==> config.mk <==
export PLATFORM = sky130hd
export DESIGN_NAME = sbcb_ctrl
export DESIGN_NICKNAME = d
export VERILOG_FILES = /design/src/rtl/core/sbcb_pkg.sv /design/src/rtl/core/sbcb_ctrl.sv
export SDC_FILE = /design/constraint.sdc
export NUM_CORES = 1
export LEC_CHECK = 0
export BUFFER_PORTS_ARGS = -buffer_cell sky130_fd_sc_hd__clkbuf_2
export CORE_AREA = 2 2 39 41
export CTS_CLUSTER_SIZE = 14
export DETAILED_ROUTE_END_ITERATION = 6
export DIE_AREA = 0 0 41 43
export GPL_TIMING_DRIVEN = 0
export PLACE_DENSITY = 0.61
export SYNTH_ARGS = -nofsm -noshare
export SYNTH_HDL_FRONTEND = slang
export SYNTH_SLANG_ARGS = --single-unit
==> constraint.sdc <==
create_clock -name clk_i -period 1.3 [get_ports clk_i]
set_clock_uncertainty 0.1 [all_clocks]
set_input_delay 0.065 -clock clk_i [delete_from_list [all_inputs] [get_ports clk_i]]
set_output_delay 0.065 -clock clk_i [all_outputs]
set_load 0.05 [all_outputs]
==> src/rtl/core/sbcb_pkg.sv <==
`timescale 1ns / 1ps
// ----------------------------------------------------------------------------
// sbcb_pkg
// Shared types, codes and defaults of the separable circular-border blur.
// ----------------------------------------------------------------------------
package sbcb_pkg;

  // Default sizes
  localparam int MaxWidthDef    = 256;
  localparam int MaxHeightDef   = 256;
  localparam int MaxRadiusDef   = 4;
  localparam int TapFracBitsDef = 16;

  // Fixed field widths
  localparam int POS_W   = 8;
  localparam int PIX_W   = 8;
  localparam int TIDX_W  = 4;
  localparam int TAP_W   = 24;
  localparam int OP_W    = 2;
  localparam int CFG_W   = 9;
  localparam int CIDX_W  = 2;
  localparam int CNT_W   = 3;   // holds POS_W-1 and MAX_RADIUS-1

  // Item opcodes
  localparam logic [OP_W-1:0] OP_WR_PIX  = 2'd0;
  localparam logic [OP_W-1:0] OP_WR_VTAP = 2'd1;
  localparam logic [OP_W-1:0] OP_WR_HTAP = 2'd2;
  localparam logic [OP_W-1:0] OP_READ    = 2'd3;

  // Configuration register indexes
  localparam logic [CIDX_W-1:0] CFG_WIDTH  = 2'd0;
  localparam logic [CIDX_W-1:0] CFG_HEIGHT = 2'd1;
  localparam logic [CIDX_W-1:0] CFG_RADIUS = 2'd2;

  typedef enum logic [3:0] {
    ST_IDLE,
    ST_MOD,
    ST_WRAP,
    ST_INIT,
    ST_VREAD,
    ST_VDRAIN,
    ST_VRND,
    ST_HMAC,
    ST_HRND
  } state_e;

  typedef struct packed {
    logic wr_item;   // store a pixel or a tap
    logic start;     // capture a read position
    logic mod_step;  // one restoring step of pos mod size
    logic wrap_step; // move start position back by one, wrapping
    logic init;      // load column/row walkers, clear accumulators
    logic rd_issue;  // read one frame pixel for the vertical pass
    logic vround;    // round and clamp the column sum
    logic hmac;      // accumulate one horizontal tap, next column
    logic out_load;  // round final sum into the output register
  } cmd_t;

  typedef struct packed {
    logic mod_last;
    logic wrap_last;
    logic dy_last;
    logic dx_last;
    logic out_free;
  } status_t;

endpackage

==> src/rtl/core/sbcb_ctrl.sv <==
`timescale 1ns / 1ps
// ----------------------------------------------------------------------------
// sbcb_ctrl
// Sequencer: position reduction, per-column vertical pass, horizontal MAC.
// ----------------------------------------------------------------------------
module sbcb_ctrl (
  input  logic                      clk_i,
  input  logic                      rst_ni,
  input  logic                      in_valid_i,
  input  logic [sbcb_pkg::OP_W-1:0] op_i,
  output logic                      in_ready_o,
  input  sbcb_pkg::status_t         status_i,
  output sbcb_pkg::cmd_t            cmd_o
);

  sbcb_pkg::state_e state_q, state_d;

  always_ff @(posedge clk_i or negedge rst_ni) begin
    if (!rst_ni) begin
      state_q <= sbcb_pkg::ST_IDLE;
    end else begin
      state_q <= state_d;
    end
  end

  always_comb begin
    state_d = state_q;
    case (state_q)
      sbcb_pkg::ST_IDLE: begin
        if (in_valid_i && op_i == sbcb_pkg::OP_READ) state_d = sbcb_pkg::ST_MOD;
      end
      sbcb_pkg::ST_MOD: begin
        if (status_i.mod_last) state_d = sbcb_pkg::ST_WRAP;
      end
      sbcb_pkg::ST_WRAP: begin
        if (status_i.wrap_last) state_d = sbcb_pkg::ST_INIT;
      end
      sbcb_pkg::ST_INIT:   state_d = sbcb_pkg::ST_VREAD;
      sbcb_pkg::ST_VREAD: begin
        if (status_i.dy_last) state_d = sbcb_pkg::ST_VDRAIN;
      end
      sbcb_pkg::ST_VDRAIN: state_d = sbcb_pkg::ST_VRND;
      sbcb_pkg::ST_VRND:   state_d = sbcb_pkg::ST_HMAC;
      sbcb_pkg::ST_HMAC: begin
        state_d = status_i.dx_last ? sbcb_pkg::ST_HRND : sbcb_pkg::ST_VREAD;
      end
      sbcb_pkg::ST_HRND: begin
        if (status_i.out_free) state_d = sbcb_pkg::ST_IDLE;
      end
      default: state_d = sbcb_pkg::ST_IDLE;
    endcase
  end

  always_comb begin
    cmd_o      = '0;
    in_ready_o = 1'b0;
    case (state_q)
      sbcb_pkg::ST_IDLE: begin
        in_ready_o    = 1'b1;
        cmd_o.wr_item = in_valid_i && (op_i != sbcb_pkg::OP_READ);
        cmd_o.start   = in_valid_i && (op_i == sbcb_pkg::OP_READ);
      end
      sbcb_pkg::ST_MOD:    cmd_o.mod_step  = 1'b1;
      sbcb_pkg::ST_WRAP:   cmd_o.wrap_step = 1'b1;
      sbcb_pkg::ST_INIT:   cmd_o.init      = 1'b1;
      sbcb_pkg::ST_VREAD:  cmd_o.rd_issue  = 1'b1;
      sbcb_pkg::ST_VDRAIN: cmd_o           = '0;
      sbcb_pkg::ST_VRND:   cmd_o.vround    = 1'b1;
      sbcb_pkg::ST_HMAC:   cmd_o.hmac      = 1'b1;
      sbcb_pkg::ST_HRND:   cmd_o.out_load  = status_i.out_free;
      default:             cmd_o           = '0;
    endcase
  end

endmodule

==> results.tsv <==
metric	value	unit
worst_slew_pin_slew	264	ps
top_regs	state_q x4	
die_area	1760	um^2
coreArea	1380	um^2
synth_top_family_by_area	simple AND/OR/NAND/NOR gates	
outcome	complete, but fails checks	
drtIter0Drc	2	
final_cells	90	
regMostFlops	state_q	
holdPathStages	3	
yosys_warnings	0	
grt_max_degree	10	
syn_area	328	um^2
r2r-end	state_q[0]	
largest_reg_flops	4	
worstRegToRegCells	5	
synthDistinctLibCells	19	
cts_buffers	3	
min_to	state_q[0]	
dp_hpwl	635	um
setup_ws	-415	ps
criticalPathCategory	reg2out	
drive_above_1_share	71.6	%
dieHeight	43	um
crit_cells	4	
core.rowCount	14	
overflow	0	
routed_wire_length_per_instance	11.6	um
syn_inst	39	
tns	-2780	ps
regArea	101	um^2
ys_seq_area_share	30.5	%
crit_buf_inv	2	
crit_path_max_fanout	4	
rsz0062_at_grt	true	
hold_start	status_i[4]	
leakagePower	0.356	nW
required	1130	ps
synthXorXnorAreaFrac	0	%
cts.clk_slew.worst_paths	30	ps
post-route-period-util	132	%
tritoncts	yes	
start_util	23.7	%
synthSimpleGateAreaFrac	41.6	%
synth_fa_ha_area_share	0	%
syn_to_final_growth	152	%
synth_nets	49	
end_kind	output pin	
n_antenna_cell	0	
hold_path.class	in2reg	
track_usage	13.0	%
io_buffers	19	
peakVddDrop	0.00120	V
ys_ff_latch	4	
finalCriticalPeriod	1720	ps
cpLargestDelayFamily	simple AND/OR/NAND/NOR gates	
slew_violations	0	
cts_buffer_depth	2	
max_cap_viol_count	0	
finalSetupViolations	12	
drtAntennaViolNets	0	
synth-compound-area-share	17.2	%
path_cells	buf_6, or4b_4, nor2_4, buf_8	
syn_area_per_cell	8.41	um^2
reg2reg_slack	-190	ps
dr_total_vias	421	
r2r_start	state_q[2]	
htreeDepth	1	
die_w	41	um
drt_pass1_iterations	2	
place.gp.congestion	0.686	
nNetsFinal	86	
place_inst	74	
grt_pass1_vias	403	
crit_path_max_incr_delay	550	ps
nFillCells	129	
grt_pass1_wl	1570	um
multi_input_area	307	um^2
io_pins	20	
drc	0	
avgViaCountPerCell	4.68	
mostFrequentLayoutCells	clkbuf_2, buf_8, buf_6, buf_4, nor2_4	
antenna_found_initial	0	
drt_wl_total	1040	um
start_kind	flop	
fmax	583	MHz
synthMuxAreaShare	0	%
power_density	2500	nW/um^2
hold_viol_final	0	
final_core_util	59.7	%
cts_root_buffer	clkbuf_4	
holdWs	28.8	ps
slowest_stage	or4b_4	
clock_latency	230	ps
violations	negative setup slack	
clock_sinks	4	
slew_headroom	82.3	%
crit_arrival	1550	ps
## worst max-delay path by stage
stage,start,end
floorplan,state_q[3],cmd_o[8]
global placement,state_q[0],cmd_o[0]
detailed placement,state_q[2],cmd_o[0]
CTS,state_q[2],cmd_o[0]
global route,state_q[2],cmd_o[8]
finish,state_q[1],cmd_o[0]
## cells in the mapped netlist
cell type	number	area [um^2]
nor2_1	6	22.5
a21oi_1	4	20.0
dfrtp_1	4	100
nand2_1	4	15.0
nor3_1	4	20.0
buf_6	2	22.5
inv_1	2	7.51
nand2b_1	2	12.5
a211oi_1	1	7.51
a22o_1	1	8.76
buf_2	1	5.00
nand3_1	1	5.00
nor2b_1	1	6.26
nor3b_1	1	7.51
nor3b_2	1	12.5
nor4_4	1	21.3
o21ai_0	1	5.00
o2bb2ai_2	1	15.0
or4b_4	1	13.8
## layer usage
metal | global-route usage [%] | routed length, um | part of all wire, % | vias to the layer above
met5 | 0 | 0 | 0 | -
met4 | 2.00 | 0 | 0 | 0
met3 | 6.28 | 67 | 6.4 | 0
met2 | 19.7 | 555 | 53 | 18
met1 | 16.5 | 420 | 40 | 191
li1 | - | - | - | 212
## cells by family after synthesis
logic type | after synthesis
AOI/OAI and AO/OA | 8
buffers and inverters | 5
DFF | 4
and+or+nand+nor | 22
## worst reg2reg max path, delay by kind of cell, from the launching register on
family | cells | cell delay (ps)
AO/OA/AOI/OAI | 2 | 250
flip-flops | 1 | 400
buffers and inverters | 2 | 300
AND/OR/NAND/NOR | 1 | 320
## cell type report
type                            instances  area share (%)
Buffer                                  3            4.09
Clock buffer                            3            2.73
Inverter                                2           0.909
Multi-Input combinational cell         30            37.1
Sequential cell                         4            12.3
Tap cell                               16            2.42
Timing Repair Buffer                   32            40.5
## what timing repair did
item,in CTS,in global routing
resized for setup,31,19
hold endpoints to repair,5,0
pin swaps,4,8
setup buffers,7,4
hold buffers,3,0
gates cloned,0,0
setup endpoints to repair,12,12
## power breakdown
| part | total (mW) | leakage, nW | switching, mW | internal [mW] |
|---|---|---|---|---|
| Clock | 0.152 | 0.0138 | 0.0493 | 0.103 |
| Sequential | 0.241 | 0.0483 | 0.0586 | 0.182 |
| Combinational | 1.67 | 0.294 | 0.855 | 0.819 |
## per-stage QoR
| stage | total power [mW] | worst slack (ps) | area (um^2) |
|---|---|---|---|
| finish | 2.07 | -415 | 826 |
| global route | 2.18 | -466 | 826 |
| CTS | 1.80 | -439 | 747 |
| detailed placement | 1.19 | -298 | 499 |
| global placement | 1.19 | -283 | 499 |
| floorplan | 1.02 | -629 | 384 |
Power figures use the tool's default switching activity.
